[src/hw/rtl/cone_density_sensitivity_filter_top_defines.svh]
// Assertion helpers shared by the filter RTL.
// Each macro expects clk and rst_n in scope.
`ifndef CONE_DENSITY_SENSITIVITY_FILTER_TOP_DEFINES_SVH
`define CONE_DENSITY_SENSITIVITY_FILTER_TOP_DEFINES_SVH

// Same-cycle implication, checked outside reset
`define CDSF_ASSERT_NOW(lbl, ante, cons, msg) \
  lbl: assert property (@(posedge clk) disable iff (!rst_n) (ante) |-> (cons)) \
    else $error(msg);

// Next-cycle implication, checked outside reset
`define CDSF_ASSERT_NEXT(lbl, ante, cons, msg) \
  lbl: assert property (@(posedge clk) disable iff (!rst_n) (ante) |=> (cons)) \
    else $error(msg);

`endif

[src/hw/rtl/cdsf_pkg.sv]
package cdsf_pkg;

  // Field widths
  localparam int COORD_W     = 6;
  localparam int SENS_W      = 32;
  localparam int GRID_W      = 7;
  localparam int RAD_W       = 12;
  localparam int CFG_ADDR_W  = 2;
  localparam int CFG_DATA_W  = 12;
  localparam int IN_TDATA_W  = 80;
  localparam int OUT_TDATA_W = 64;
  localparam int DIVIDEND_W  = SENS_W + 8;

  // Register indexes
  typedef enum logic [CFG_ADDR_W-1:0] {
    REG_GRID_WIDTH    = 2'd0,
    REG_GRID_HEIGHT   = 2'd1,
    REG_FILTER_RADIUS = 2'd2
  } cfg_reg_t;

  // Item kinds and result status
  localparam logic MODE_LOAD    = 1'b0;
  localparam logic MODE_QUERY   = 1'b1;
  localparam logic STAT_OK      = 1'b0;
  localparam logic STAT_OUTSIDE = 1'b1;

  // Divider status towards the sequencer
  typedef struct packed {
    logic busy;
    logic done;
  } div_stat_t;

  // Integer square root; used on constants only, folded at elaboration
  function automatic logic [15:0] isqrt_f(input logic [31:0] v);
    logic [31:0] rem;
    logic [31:0] root;
    logic [31:0] bitv;
    rem  = v;
    root = '0;
    bitv = 32'h4000_0000;
    for (int k = 0; k < 16; k++) begin
      if (rem >= root + bitv) begin
        rem  = rem - (root + bitv);
        root = (root >> 1) + bitv;
      end else begin
        root = root >> 1;
      end
      bitv = bitv >> 2;
    end
    return root[15:0];
  endfunction

endpackage

[src/hw/rtl/cdsf_div.sv]
module cdsf_div #(
  parameter int NW = 40,
  parameter int DW = 20
) (
  input  logic                clk,
  input  logic                rst_n,
  input  logic                start,
  input  logic [NW-1:0]       dividend,
  input  logic [DW-1:0]       divisor,
  output logic [31:0]         quot,
  output cdsf_pkg::div_stat_t st
);
  import cdsf_pkg::*;

  localparam int CW = $clog2(NW + 1);

  logic          busy_r;
  logic          done_r;
  logic [CW-1:0] cnt_r;
  logic [NW-1:0] num_r;
  logic [NW-1:0] quo_r;
  logic [DW-1:0] rem_r;
  logic [DW-1:0] dvs_r;
  logic          neg_r;
  logic [31:0]   quot_r;

  logic [DW:0]   rem_sh;
  logic          qbit;
  logic [NW:0]   sq;
  logic          fits;

  // One quotient bit per cycle, restoring
  assign rem_sh = {rem_r, num_r[NW-1]};
  assign qbit   = rem_sh >= {1'b0, dvs_r};

  // Apply sign and saturate to 32 bits
  assign sq   = neg_r ? (NW+1)'(-{1'b0, quo_r}) : {1'b0, quo_r};
  assign fits = (&sq[NW:31]) | ~(|sq[NW:31]);

  always_ff @(posedge clk) begin
    if (!rst_n) begin
      busy_r <= 1'b0;
      done_r <= 1'b0;
    end else begin
      done_r <= 1'b0;
      if (start) begin
        busy_r <= 1'b1;
        cnt_r  <= CW'(NW);
        num_r  <= dividend[NW-1] ? NW'(-dividend) : dividend;
        quo_r  <= '0;
        rem_r  <= '0;
        dvs_r  <= divisor;
        neg_r  <= dividend[NW-1];
      end else if (busy_r) begin
        if (cnt_r != '0) begin
          rem_r <= qbit ? DW'(rem_sh - {1'b0, dvs_r}) : rem_sh[DW-1:0];
          quo_r <= {quo_r[NW-2:0], qbit};
          num_r <= num_r << 1;
          cnt_r <= cnt_r - 1'b1;
        end else begin
          busy_r <= 1'b0;
          done_r <= 1'b1;
          if (dvs_r == '0) begin
            quot_r <= '0;
          end else if (fits) begin
            quot_r <= sq[31:0];
          end else begin
            quot_r <= sq[NW] ? 32'h8000_0000 : 32'h7fff_ffff;
          end
        end
      end
    end
  end

  assign quot    = quot_r;
  assign st.busy = busy_r;
  assign st.done = done_r;

endmodule

[config.mk]
export PLATFORM = sky130hd
export DESIGN_NAME = cdsf_div
export DESIGN_NICKNAME = d
export VERILOG_FILES = /design/src/hw/rtl/cone_density_sensitivity_filter_top_defines.svh /design/src/hw/rtl/cdsf_pkg.sv /design/src/hw/rtl/cdsf_div.sv
export SDC_FILE = /design/constraint.sdc
export NUM_CORES = 1
export LEC_CHECK = 0
export ABC_AREA = 1
export ABC_CLOCK_PERIOD_IN_PS = 3700
export BUFFER_PORTS_ARGS = -buffer_cell sky130_fd_sc_hd__buf_2
export CAP_MARGIN = 20
export CORE_MARGIN = 5
export CORE_UTILIZATION = 56
export CTS_BUF_LIST = sky130_fd_sc_hd__clkbuf_4
export CTS_CLUSTER_DIAMETER = 30
export DETAILED_ROUTE_END_ITERATION = 6
export GPL_TIMING_DRIVEN = 1
export PLACE_DENSITY = 0.79
export SYNTH_ARGS = -nofsm -noshare
export SYNTH_HDL_FRONTEND = slang
export SYNTH_SLANG_ARGS = --single-unit
[constraint.sdc]
create_clock -name clk -period 3.7 [get_ports clk]
set_input_delay 0.37 -clock clk [delete_from_list [all_inputs] [get_ports clk]]
set_output_delay 0.37 -clock clk [all_outputs]
set_load 0.05 [all_outputs]
After elaboration in Yosys (flattened, before gate mapping)
Cells that the tools add are included.
W data, S select, Z words.
{"block": "totals", "reg_bits": 161, "wordCells": 48, "in_bits": 63, "out_inout_bits": 34}
{"block": "op_classes", "magnitude_cmp": 1, "n_reduce_logical": 10, "bitwise_logic": 6, "n_addsub": 4, "mux": 18}
{"operator": "$mux W40", "count": 6}
{"operator": "$mux W32", "count": 2}
{"operator": "$mux W20", "count": 3}
{"operator": "$mux W41", "count": 1}
{"operator": "$neg A40 Y41", "count": 1}
{"operator": "$neg A40 Y40", "count": 1}
{"operator": "$ge A21 B20 Y1", "count": 1}
{"operator": "$logic_not A20 Y1", "count": 1}
{"operator": "$sub A20 B20 Y20", "count": 1}
{"operator": "$mux W6", "count": 2}
{"operator": "$reduce_and A10 Y1", "count": 1}
{"operator": "$reduce_or A10 Y1", "count": 1}
{"operator": "$reduce_bool A6 Y1", "count": 1}
{"operator": "$sub A6 B1 Y6 const B", "count": 1}
{"operator": "$not A1 Y1", "count": 5}
{"operator": "$mux W1", "count": 4}
{"operator": "$reduce_and A4 Y1", "count": 1}
{"operator": "$reduce_bool A2 Y1", "count": 2}
{"operator": "$reduce_and A3 Y1", "count": 1}
{"operator": "$reduce_or A3 Y1", "count": 1}
{"operator": "$reduce_and A2 Y1", "count": 1}
{"operator": "$or A1 B1 Y1", "count": 1}

Longest topological paths before layout
Gate-level depths: netlist (run 1).
{"block": "depth", "ltp_word": 6, "ltp_mapped": 18, "ltp_nobuf": 17}

Worst setup path before layout (run 1)
Ideal clock, no wire load.
{"block": "synth_timing", "path_type": "input to register", "from": "input start", "to": "register cnt_r[0] (enable)", "arrival_ps": 3275, "setup_ps": 468, "required_ps": 3232, "path_stages": 4, "path_slack_ps": -43, "n_path_buf": 2, "cell_sequence": "clkbuf_1 clkbuf_1 nand2_1 nand2_1"}
{"block": "synth_via", "elab_chain_cells": 2, "word_cells_on_any_way": 3, "cone_classes": "reduce/logical: 3"}
{"item": "start: declaration", "line": "cdsf_div.sv:7", "rtl": "input logic start,"}
{"item": "$reduce_bool A2 Y1 (no line)"}
{"item": "$reduce_and A3 Y1 (no line) *"}
{"item": "end signal: assignment", "line": "cdsf_div.sv:48", "rtl": "cnt_r <= CW'(NW);"}
{"item": "end signal: assignment", "line": "cdsf_div.sv:59", "rtl": "cnt_r <= cnt_r - 1'b1;"}
{"item": "end: declaration", "line": "cdsf_div.sv:19", "rtl": "logic [CW-1:0] cnt_r;"}
Every way passes the cells marked *; elsewhere a longest branch is shown, timed or not.
A chain may end at the register's enable or synchronous reset.

Worst setup path after layout (run 1)
{"block": "layout_timing", "from": "register quo_r[31]", "to": "register quot_r[10], in the netlist quot[10], data pin"}
{"block": "layout_via", "elab_chain_cells": 6, "word_cells_on_any_way": 8, "cone_classes": "add/sub: 1; mux: 3; bitwise: 2; reduce/logical: 2"}
{"item": "start: declaration", "line": "cdsf_div.sv:21", "rtl": "logic [NW-1:0] quo_r;"}
{"item": "start signal: assignment", "line": "cdsf_div.sv:57", "rtl": "quo_r <= {quo_r[NW-2:0], qbit};"}
{"item": "$neg A40 Y41", "line": "cdsf_div.sv:37", "rtl": "assign sq = neg_r ? (NW+1)'(-{1'b0, quo_r}) : {1'b0, quo_r};"}
{"item": "$mux W41 *", "line": "cdsf_div.sv:37"}
{"item": "$reduce_or A10 Y1", "line": "cdsf_div.sv:38", "rtl": "assign fits = (&sq[NW:31]) | ~(|sq[NW:31]);"}
{"item": "$not A1 Y1", "line": "cdsf_div.sv:38"}
{"item": "$or A1 B1 Y1", "line": "cdsf_div.sv:38"}
{"item": "$mux W32 *", "line": "cdsf_div.sv:65", "rtl": "end else if (fits) begin"}
{"item": "end signal: assignment", "line": "cdsf_div.sv:66", "rtl": "quot_r <= sq[31:0];"}
{"item": "end signal: assignment", "line": "cdsf_div.sv:68", "rtl": "quot_r <= sq[NW] ? 32'h8000_0000 : 32'h7fff_ffff;"}
{"item": "end: declaration", "line": "cdsf_div.sv:25", "rtl": "logic [31:0] quot_r;"}
Marked as above.

==> results of run 1 <==
per-stage QoR:
stage / instance area [sq um] / hold WS (ns) / setup WS (ns) / utilization, %
6_report: 10950 / 0.07827 / 0.7046 / 63.50
5_1_grt: 10950 / 0.07550 / 0.3384 / 63.50
4_1_cts: 10940 / 0.03799 / 0.7337 / 63.49
3_5_place_dp: 10440 / 0.5131 / 0.7749 / 60.55
3_3_place_gp: 10440 / 0.5054 / 0.8712 / 60.55
2_1_floorplan: 9779 / 0.4689 / 0.8996 / -
final cells by class:
cell class | count | area [sq um]
tap | 225 | 281.5
fill | 1491 | 6291
multi-input combinational | 824 | 4308
clock buffer | 20 | 150.1
inverter | 127 | 476.7
antenna | 1 | 2.502
timing repair buffer | 126 | 755.7
sequential | 161 | 4815
clock inverter | 12 | 156.4
critical path: stages, from the launching register on:
cell and delay (ns):
edfxtp_1 0.50, nor2_1 0.29, nand2_1 0.16, o21ai_0 0.29
nand4_1 0.14, nand2_1 0.08, nand2_1 0.09, nand2_1 0.08
nor2_1 0.05, nand2_2 0.09, nand3_2 0.62, a21oi_1 0.41
registers in the layout (all words and copies together), names as in the netlist:
register and cells:
quo_r 40, done_r 1, num_r 40, rem_r 20, quot 32, busy_r 1, dvs_r 20, cnt_r 6
neg_r 1
cell usage after synthesis:
library cell  count
nand2_1         249
nor2_1          173
edfxtp_1        159
inv_1           125
o21ai_0          73
a21oi_1          62
xor2_1           52
nand3_1          45
nand4_1          29
clkbuf_1         26
ha_1             24
a21oi_2          17
nor3_1           17
xnor2_1          17
a31oi_1          13
nor4_1            7
nand2_2           6
buf_6             5
o31ai_1           5
nor2_2            4
or2_2             4
buf_2             3
buf_4             3
nand3b_1          3
o21ai_1           3
a21o_1            2
a31o_2            2
buf_1             2
clkinv_1          2
dfxtp_1           2
nand3_2           2
nor2_4            2
o211ai_1          2
o21a_1            2
a21boi_0          1
and3_1            1
fa_1              1
nand2_4           1
nor3b_1           1
o2111ai_1         1
o21ai_2           1
o21bai_1          1
o21bai_2          1
per-layer routing:
metal	share of wire [%]	track usage [%]	wire length (microns)
met4	1.3	6.364	295
met2	46	36.00	10440
met1	46	33.42	10620
met3	6.7	3.831	1540
met5	0.057	0	13
how the worst min path moves through the flow:
stage	start	cells past startpoint	end	slack, ns
floorplan	divisor[0]	0	dvs_r[0]	0.47
global placement	num_r[3]	2	num_r[4]	0.51
detailed placement	num_r[7]	2	num_r[8]	0.51
CTS	dividend[0]	3	num_r[0]	0.04
global route	dividend[0]	3	num_r[0]	0.08
finish	dividend[0]	3	num_r[0]	0.08
timing repair:
action / in CTS / in global routing
hold endpoints to repair: 20 / 0
hold buffers: 20 / 0
setup buffers: 0 / 0
kinds of logic (layout without fill, tap and decap cells):
group                    count (synthesis)  after routing  share of synthesized area (%)
buffers and inverters                  166            285                          6.911
flip-flops                             161            161                          49.24
XOR/XNOR                                69             69                          6.181
adder cells (fa/ha/maj)                 25             25                          3.276
other                                    0              1                              0
AO/OA/AOI/OAI                          186            186                          10.89
AND/OR/NAND/NOR                        544            544                          23.50
cells in the final DEF, fill, tap and decap left out, types with 3 or more instances in the layout:
| master | instances |
|---|---|
| inv_6 | 3 |
| buf_2 | 96 |
| dlygate4sd3_1 | 20 |
| or2_2 | 4 |
| nand4_1 | 29 |
| nor4_1 | 7 |
| clkinv_1 | 3 |
| xor2_1 | 52 |
| buf_4 | 10 |
| ha_1 | 24 |
| clkinvlp_4 | 3 |
| o21ai_0 | 73 |
| nand3b_1 | 3 |
| a31oi_1 | 13 |
| edfxtp_1 | 159 |
| nand3_1 | 45 |
| a21oi_2 | 17 |
| clkbuf_4 | 20 |
| o21ai_1 | 3 |
| nand2_2 | 6 |
| nor2_1 | 172 |
| o31ai_1 | 5 |
| nor3_1 | 16 |
| a21oi_1 | 62 |
| nand2_1 | 248 |
| xnor2_1 | 17 |
| bufinv_16 | 3 |
| nor2_2 | 5 |
| inv_1 | 124 |
report_power, final:
group / switching, mW / total [mW] / internal, mW
Combinational: 0.615 / 0.952 / 0.336
Clock: 0.634 / 1.13 / 0.495
Sequential: 0.0778 / 2.26 / 2.18
==> impl_results.rst, run 1 <==
.. list-table::
   :header-rows: 1

   * - Metric
     - Value
   * - Maximum number of pins on one net before global-route repair
     - 54
   * - All-Layer GR Usage
     - between 20 and 25%
   * - DPL Wire Length
     - 17.07 mm
   * - Synthesized flop and latch total
     - ~160
   * - Number of clock buffers inserted by TritonCTS
     - 17
   * - Initial drt markers
     - between 600 and 700
   * - Core Footprint
     - roughly 17000 sq um
   * - Static leakage
     - roughly 4.6 nW
   * - Vias/cell
     - 5.446
   * - Final Net Count
     - 1345
   * - Depth of the worst register-to-register path
     - 11
   * - Area growth from synthesis to layout
     - 11.95%
   * - Worst slew pin tran
     - a little over 1 ns
   * - First-pass GRT wire length
     - roughly 37 mm
   * - Number of core rows
     - between 40 and 50
   * - Area enclosed by the die boundary
     - 20200 sq um
   * - RSZ-0062 raised after global routing
     - no
   * - Sum of negative setup slack
     - 0 ns
   * - Critical path class
     - reg2reg
   * - Sequential fraction of the synthesis area
     - 49.24%
   * - Maximum number of buffers from clock root to sink
     - 2
   * - Startpoint of the most critical register-to-register path
     - quo_r[31]
   * - Drt pass-1 iters
     - 6
   * - Syn_area_per_cell
     - ~8.5 sq um
   * - Class of the worst hold path
     - in2reg
   * - Leftover overflow at the end of global routing
     - 0
   * - Largest area contributor in the netlist
     - edfxtp_1
   * - Post-route clock period utilization
     - 80.96%
   * - CTS Sinks
     - about 160
   * - Average wire length per cell after detail routing
     - 15.32 microns
   * - Number of endpoints failing setup at the final stage
     - 0
   * - CTS H-tree depth
     - 4
   * - DR vias
     - about 8100
   * - Startpoint of the most critical setup path
     - quo_r[31]
   * - Arrival time at the worst endpoint
     - 3.38 ns
   * - Endpoint of the worst setup timing path
     - quot[10]
   * - Non-filler cells in the finished layout
     - approximately 1500
   * - Max capacitance violation total
     - 0
   * - Count of synthesis-stage warnings from yosys
     - 0
   * - Setup Skew
     - between 0.02 and 0.03 ns
   * - Post-route DRC
     - 0
   * - Setup slack of the worst register-to-register path
     - 0.70 ns
   * - Achievable clock frequency
     - ~330 MHz
   * - Fraction of layout instances using a drive strength above 1
     - 14.33%
   * - Crit. End Element
     - flop
   * - Run status
     - finished clean
   * - Synth Instances
     - ~1200
   * - Number of distinct library cell variants in the gate-level netlist after synthesis
     - 43
   * - Worst slew slack as a fraction of its limit
     - roughly 33%
   * - Register clock-pin slew on the reported worst setup and hold paths
     - around 0.15 ns
   * - Later-pin clock latency in the skew report
     - just under 0.6 ns
   * - Synthesized net count
     - between 1000 and 1500
   * - Global placement routability congestion
     - around 0.96
   * - Area share of the largest cell type after synthesis
     - between 40% and 50%
   * - Antenna violations before repair
     - 2
   * - Critical register-to-register path endpoint
     - quot[10]
   * - Final critical delay including setup and external delays
     - between 2 and 3 ns
   * - Element type at the critical path start
     - flop
   * - Cell area after synthesis
     - 9777 sq um
   * - Dpl cells
     - about 1400
   * - Biggest area contributors in the synthesized netlist
     - edfxtp_1 (49%), nand2_1 (9.6%), nor2_1 (6.6%)
   * - Vert. Die Dim
     - roughly 140 microns
   * - Initial Utilization
     - between 50% and 60%
   * - Clock tree from TritonCTS
     - done
   * - Data required time of the critical path
     - 4.09 ns
   * - Number of global-route vias before repair
     - slightly below 8000
   * - Horiz. Die Dim
     - 142.1 microns
   * - IO Port Bufs
     - between 90 and 100
   * - Pwr/cell area
     - between 300 and 400 nW/um^2
   * - Peak ir drop on the vdd network
     - between 0.00015 and 0.0002 V
   * - Sum of routed wire length over all layers
     - ~23 mm
   * - Total power consumption of the routed design
     - roughly 4.3 mW
   * - Gates resized, CTS repair
     - 0
   * - Final Hold Vio Count
     - 0
   * - Critical path peak fanout
     - 31
   * - ANT nets after route
     - 0
   * - Cell at the root of the clock tree
     - clkbuf_4
   * - Num ports
     - between 90 and 100
   * - Pins over their slew limit
     - 0
Power figures use the tool's default switching activity.
==> inputs of run 2 (changes only) <==
--- a/config.mk
+++ b/config.mk
@@ -6,16 +6,16 @@
 export NUM_CORES = 1
 export LEC_CHECK = 0
 export ABC_AREA = 1
-export ABC_CLOCK_PERIOD_IN_PS = 3700
+export ABC_CLOCK_PERIOD_IN_PS = 3100
 export BUFFER_PORTS_ARGS = -buffer_cell sky130_fd_sc_hd__buf_2
 export CAP_MARGIN = 20
 export CORE_MARGIN = 5
-export CORE_UTILIZATION = 56
+export CORE_UTILIZATION = 62
 export CTS_BUF_LIST = sky130_fd_sc_hd__clkbuf_4
 export CTS_CLUSTER_DIAMETER = 30
 export DETAILED_ROUTE_END_ITERATION = 6
 export GPL_TIMING_DRIVEN = 1
-export PLACE_DENSITY = 0.79
+export PLACE_DENSITY = 0.83
 export SYNTH_ARGS = -nofsm -noshare
 export SYNTH_HDL_FRONTEND = slang
 export SYNTH_SLANG_ARGS = --single-unit
==> constraint.sdc (replaced) <==
create_clock -name clk -period 3.1 [get_ports clk]
set_input_delay 0.31 -clock clk [delete_from_list [all_inputs] [get_ports clk]]
set_output_delay 0.31 -clock clk [all_outputs]
set_load 0.05 [all_outputs]
==> impl_results.rst, run 2 (same netlist as run 1, synthesis figures left out) <==
.. list-table::
   :header-rows: 1

   * - Metric
     - Value
   * - Leftover overflow at the end of global routing
     - 0
   * - Worst slew slack as a fraction of its limit
     - a little over two fifths
   * - Element type at the critical path start
     - flop
   * - Final setup margin
     - 0.3507 ns
   * - Global placement routability congestion
     - between 0.9 and 1
   * - Vert. Die Dim
     - roughly 140 microns
   * - Later-pin clock latency in the skew report
     - 0.58 ns
   * - All-Layer GR Usage
     - between 20 and 30%
   * - Worst slew pin tran
     - about 0.86 ns
   * - Antenna violations before repair
     - 2
   * - Final Net Count
     - between 1000 and 1500
   * - Final Hold Vio Count
     - 0
   * - Initial drt markers
     - about 850
   * - Number of buffers inserted by post-CTS setup repair
     - 0
   * - CTS Sinks
     - ~160
   * - Critical path peak fanout
     - 15
   * - Critical path class
     - reg2reg
   * - IO Port Bufs
     - 96
   * - Pwr/cell area
     - 469.1 nW/um^2
   * - Clock tree from TritonCTS
     - done
   * - Drt pass-1 iters
     - 5
   * - Num ports
     - 97
   * - Setup Skew
     - 0.02609 ns
   * - Initial Utilization
     - 62.45%
   * - Hold Buf Count CTS
     - 21
   * - Area growth from synthesis to layout
     - 12.46%
   * - Static leakage
     - ~4.6 nW
   * - Horiz. Die Dim
     - around 140 microns
   * - CTS H-tree depth
     - 4
   * - Maximum number of buffers from clock root to sink
     - 2
   * - Post-route clock period utilization
     - 88.69%
   * - Sum of routed wire length over all layers
     - ~23 mm
   * - Gates resized, CTS repair
     - 0
   * - Area enclosed by the die boundary
     - 18380 sq um
   * - Most common library cell in the layout ignoring fill and taps
     - nand2_1
   * - Sum of negative setup slack
     - 0 ns
   * - Achievable clock frequency
     - between 300 and 400 MHz
   * - Number of global-route vias before repair
     - around 8000
   * - Core Footprint
     - 15660 sq um
   * - Peak ir drop on the vdd network
     - around 0.00023 V
   * - Commonest non-fill, non-tap cells in the layout
     - nand2_1 (248), nor2_1 (172), edfxtp_1 (159)
   * - Class of the worst hold path
     - in2reg
   * - Vias/cell
     - ~5.6
   * - DR vias
     - around 8300
   * - RSZ-0062 raised after global routing
     - no
   * - Max capacitance violation total
     - 0
   * - Cell at the root of the clock tree
     - clkbuf_4
   * - Number of endpoints failing setup at the final stage
     - 0
   * - Data required time of the critical path
     - 3.43 ns
   * - Fraction of layout instances using a drive strength above 1
     - about 14%
   * - Number of clock buffers inserted by TritonCTS
     - 17
   * - ANT nets after route
     - 0
   * - Arrival time at the worst endpoint
     - slightly above 3 ns
   * - Number of core rows
     - 46
   * - Average wire length per cell after detail routing
     - 15.51 microns
   * - Crit. End Element
     - flop
   * - Worst slack at placement
     - ~0.43 ns
   * - Post-route DRC
     - 0
   * - First-pass GRT wire length
     - between 30 and 40 mm
   * - Maximum number of pins on one net before global-route repair
     - 57
   * - Register clock-pin slew on the reported worst setup and hold paths
     - 0.13 ns
   * - Final critical delay including setup and external delays
     - 2.749 ns
   * - Run status
     - finished clean
   * - DPL Wire Length
     - 17.04 mm
   * - Pins over their slew limit
     - 0
run 2: changes by cell type in the layout (fill, tap and decap cells not counted), sizes merged:
cell and change:
inv -3, clkbuf -1, buf +4, clkinvlp -1, clkinv +5, diode +1, dlygate4sd3 +1
run 2: where the power goes:
| group | total [mW] | internal [mW] | leakage [nW] | switching [mW] |
|---|---|---|---|---|
| clock network | 1.30 | 0.563 | 0.155 | 0.733 |
| logic | 1.16 | 0.414 | 2.90 | 0.741 |
| registers | 2.71 | 2.61 | 1.53 | 0.0994 |
| total | 5.16 | 3.58 | 4.59 | 1.57 |
run 2: worst max-delay path, cell delays in order (launching register included):
cell and delay, ns:
edfxtp_1 0.44, ha_1 0.39, a21oi_1 0.18, nand2_1 0.17
nand3_1 0.12, nand2_1 0.13, nand3_1 0.14, o2111ai_2 0.36
buf_4 0.32, o21ai_0 0.18, nor2_1 0.08
run 2: routing by layer:
layer	wire length, microns	up-vias	track usage (%)
li1	-	4094	-
met1	10290	3792	36.76
met2	10620	348	40.63
met3	1763	51	5.015
met4	469	2	8.511
met5	12	-	0
run 2: through the flow:
stage / total power [mW] / hold WS (ns) / cell area (sq um) / std cells / util, %
final: 5.157 / 0.06584 / 11000 / 1493 / 70.24
after global routing: 5.430 / 0.05241 / 11000 / 1493 / 70.24
after CTS: 5.156 / 0.03943 / 10990 / 1491 / 70.20
after detailed placement: 3.862 / 0.4886 / 10490 / 1438 / 67.02
after global placement: 3.821 / 0.4864 / 10490 / 1438 / 67.02
after floorplan: 3.538 / 0.4089 / 9779 / 1151 / -
run 2: final timing paths:
| check | from | to | slack (ns) | depth (start not counted) |
|---|---|---|---|---|
| worst max-delay path | rem_r[1] | rem_r[17] | 0.35 | 10 |
| worst min-delay path | rst_n | done_r | 0.07 | 3 |
| worst max register to register | rem_r[1] | rem_r[17] | 0.35 | 10 |
| worst min register to register | num_r[2] | num_r[3] | 0.54 | 2 |
run 2: area by class of cell:
| cell class | instances | area (sq um) |
|---|---|---|
| tap | 216 | 270.3 |
| sequential | 161 | 4815 |
| fill | 1262 | 4659 |
| timing repair buffer | 131 | 833.3 |
| clock inverter | 13 | 145.1 |
| antenna | 2 | 5.005 |
| multi-input combinational | 824 | 4308 |
| inverter | 127 | 476.7 |
| clock buffer | 19 | 142.6 |
==> inputs of run 3 (changes only) <==
--- a/config.mk
+++ b/config.mk
@@ -7,13 +7,13 @@
 export LEC_CHECK = 0
 export ABC_AREA = 1
 export ABC_CLOCK_PERIOD_IN_PS = 3100
-export BUFFER_PORTS_ARGS = -buffer_cell sky130_fd_sc_hd__buf_2
 export CAP_MARGIN = 20
 export CORE_MARGIN = 5
-export CORE_UTILIZATION = 62
+export CORE_UTILIZATION = 67
 export CTS_BUF_LIST = sky130_fd_sc_hd__clkbuf_4
 export CTS_CLUSTER_DIAMETER = 30
 export DETAILED_ROUTE_END_ITERATION = 6
+export DONT_BUFFER_PORTS = 1
 export GPL_TIMING_DRIVEN = 1
 export PLACE_DENSITY = 0.83
 export SYNTH_ARGS = -nofsm -noshare
==> constraint.sdc (replaced) <==
create_clock -name clk -period 3.1 [get_ports clk]
set_input_delay 0.62 -clock clk [delete_from_list [all_inputs] [get_ports clk]]
set_output_delay 0.62 -clock clk [all_outputs]
set_load 0.05 [all_outputs]
==> impl_results.rst, run 3 (same netlist as run 1, synthesis figures left out) <==
.. list-table::
   :header-rows: 1

   * - Metric
     - Value
   * - Largest incremental delay on the critical path
     - 0.43 ns
   * - RSZ-0062 raised after global routing
     - no
   * - Data required time of the critical path
     - ~3.5 ns
   * - Initial drt markers
     - approximately 900
   * - Register clock-pin slew on the reported worst setup and hold paths
     - between 0.1 and 0.15 ns
   * - Worst slew slack as a fraction of its limit
     - between 40 and 50%
   * - Post-route DRC
     - 16
   * - Internal power contribution
     - between 3 and 4 mW
   * - Post-route clock period utilization
     - ~90%
   * - Number of global-route vias before repair
     - between 7000 and 8000
   * - Area growth from synthesis to layout
     - 5.106%
   * - Number of endpoints failing setup at the final stage
     - 0
   * - DR vias
     - 7805
   * - Depth of the worst register-to-register path
     - 9
   * - Critical register-to-register path endpoint
     - rem_r[6]
   * - Startpoint of the most critical register-to-register path
     - rem_r[17]
   * - Peak ir drop on the vdd network
     - around 0.00025 V
   * - IO Port Bufs
     - 0
   * - Arrival time at the worst endpoint
     - ~3.2 ns
   * - Later-pin clock latency in the skew report
     - between 0.5 and 0.6 ns
   * - Setup slack of the worst register-to-register path
     - roughly 0.32 ns
   * - Element type at the critical path start
     - flop
   * - Critical path class
     - reg2reg
   * - Run status
     - complete, but fails checks
   * - Antenna cells
     - 0
   * - Worst-path cell with the longest stage delay
     - edfxtp_1
   * - Most common library cell in the layout ignoring fill and taps
     - nand2_1
   * - Switching share of power
     - approximately 30%
   * - Buffering stage count on the worst path with inverters included
     - 1
   * - Number of core rows
     - 44
   * - Sum of routed wire length over all layers
     - 21.14 mm
   * - Non-filler cells in the finished layout
     - 1339
   * - CTS H-tree depth
     - 4
   * - Final Net Count
     - between 1000 and 1500
   * - Achievable clock frequency
     - 359.9 MHz
   * - All-Layer GR Usage
     - between 20% and 30%
   * - Critical path peak fanout
     - 21
   * - Maximum number of pins on one net before global-route repair
     - 75
   * - Max capacitance violation total
     - 0
   * - Global placement routability congestion
     - around 0.98
   * - Commonest non-fill, non-tap cells in the layout
     - nand2_1 (248), nor2_1 (172), edfxtp_1 (159)
   * - Area enclosed by the die boundary
     - ~17000 sq um
   * - Maximum number of buffers from clock root to sink
     - 2
   * - Static leakage
     - around 4.1 nW
   * - Final critical delay including setup and external delays
     - 2.779 ns
   * - CTS Sinks
     - between 150 and 200
   * - Num ports
     - just under 100
   * - Initial Utilization
     - 67.78%
   * - Sum of negative setup slack
     - 0 ns
   * - Critical path's top delay family
     - simple AND/OR/NAND/NOR gates
   * - Failing checks
     - design-rule violations
   * - List of cells traversed by the critical path
     - ha_1 > nand2_1 > nor3_1 > nor3b_1 > nand3_1 > o2111ai_4 > buf_4 > o21ai_0 > a21oi_1
   * - Cell at the root of the clock tree
     - clkbuf_4
   * - Antenna violations before repair
     - 2
   * - Startpoint of the most critical setup path
     - rem_r[17]
   * - Final Hold Vio Count
     - 0
   * - Register share of total power
     - between 50 and 60%
   * - Share of total power in the clock network
     - between 20 and 30%
   * - Vias/cell
     - just under 6
   * - Pins over their slew limit
     - 0
   * - Clock tree from TritonCTS
     - done
   * - Pwr/cell area
     - between 500 and 600 nW/um^2
   * - Leftover overflow at the end of global routing
     - 0
   * - ANT nets after route
     - 0
   * - Average wire length per cell after detail routing
     - between 15 and 20 microns
   * - Class of the worst hold path
     - in2reg
   * - First-pass GRT wire length
     - 35.69 mm
   * - Setup Skew
     - approximately 0.018 ns
   * - Worst slew pin tran
     - ~0.82 ns
   * - Fraction of layout instances using a drive strength above 1
     - 7.532%
   * - Drt pass-1 iters
     - 7
   * - Dpl cells
     - roughly 1300
   * - DPL Wire Length
     - 15.64 mm
   * - Vert. Die Dim
     - roughly 130 microns
   * - Core Footprint
     - about 14000 sq um
   * - Total number of cells along the worst setup path
     - 9
   * - Crit. End Element
     - flop
   * - Endpoint of the worst setup timing path
     - rem_r[6]
   * - Horiz. Die Dim
     - ~130 microns
   * - Switching power
     - roughly 1.5 mW
   * - Part of the total power dissipated in combinational logic
     - between 10% and 20%
   * - Number of clock buffers inserted by TritonCTS
     - 17
-- run 3: cell types whose count changed in the layout (fill, tap and decap cells not counted), sizes merged --
cell,previous run,this run
buf,110,11
clkinv,10,8
clkinvlp,2,1
dlygate4sd3,21,0
inv,125,127
diode,2,0
bufinv,3,4
-- run 3: how the worst min path moves through the flow --
stage | cells after the start | end | from | slack, ns
final | 0 | dvs_r[1] | divisor[1] | 0.15
after global routing | 0 | dvs_r[1] | divisor[1] | 0.09
after CTS | 0 | dvs_r[1] | divisor[1] | 0.1
after detailed placement | 2 | num_r[16] | num_r[15] | 0.51
after global placement | 2 | num_r[2] | num_r[1] | 0.50
after floorplan | 2 | done_r | busy_r | 0.48
-- run 3: timing repair --
| action | CTS | global route |
|---|---|---|
| endpoints found under the setup margin | 0 | 2 |
| setup buffers | 0 | 0 |
| hold buffers | 0 | 0 |
| resized for setup | 0 | 1 |
-- run 3: per-layer routing --
metal	part of all wire, %	vias up	GRT usage [%]
met5	0.10	-	0
met4	2.2	4	8.409
met3	9.3	47	7.886
met2	45	372	40.29
met1	43	3534	36.06
li1	-	3848	-
-- run 3: final cells by class --
class                           instances  area (sq um)
Sequential cell                       161          4815
Multi-Input combinational cell        824          4319
Fill cell                            1102          4148
Inverter                              127         476.7
Tap cell                              184         230.2
Clock inverter                         13         185.2
Clock buffer                           19         142.6
Timing Repair Buffer                   11         107.6
-- run 3: power by group through the flow --
stage	registers, mW	clock network [mW]	logic [mW]
final	2.70	1.42	1.02
after global routing	2.73	1.53	1.16
after CTS	2.70	1.44	1.01
after detailed placement	2.75	0	1.00
after global placement	2.74	0	0.972
after floorplan	2.72	0	0.813
-- run 3: worst reg2reg max path: cells and delay by family, from the launching register on --
kind	cells	cell delay, ns
buffers and inverters	1	0.34
AO/OA/AOI/OAI	3	0.64
adder cells (fa/ha/maj)	1	0.38
AND/OR/NAND/NOR	4	0.83
flip-flops	1	0.43
-- run 3: through the flow --
| stage | power [mW] | hold slack [ns] | setup slack [ns] | instance area, sq um | util [%] |
|---|---|---|---|---|---|
| after floorplan | 3.538 | 0.4823 | 0.04965 | 9779 | - |
| after global placement | 3.716 | 0.5031 | 0.4977 | 9937 | 68.89 |
| after detailed placement | 3.755 | 0.5144 | 0.3692 | 9937 | 68.89 |
| after CTS | 5.151 | 0.09883 | 0.2619 | 10260 | 71.17 |
| after global routing | 5.414 | 0.09224 | 0.07982 | 10280 | 71.24 |
| final | 5.149 | 0.1473 | 0.3214 | 10280 | 71.24 |
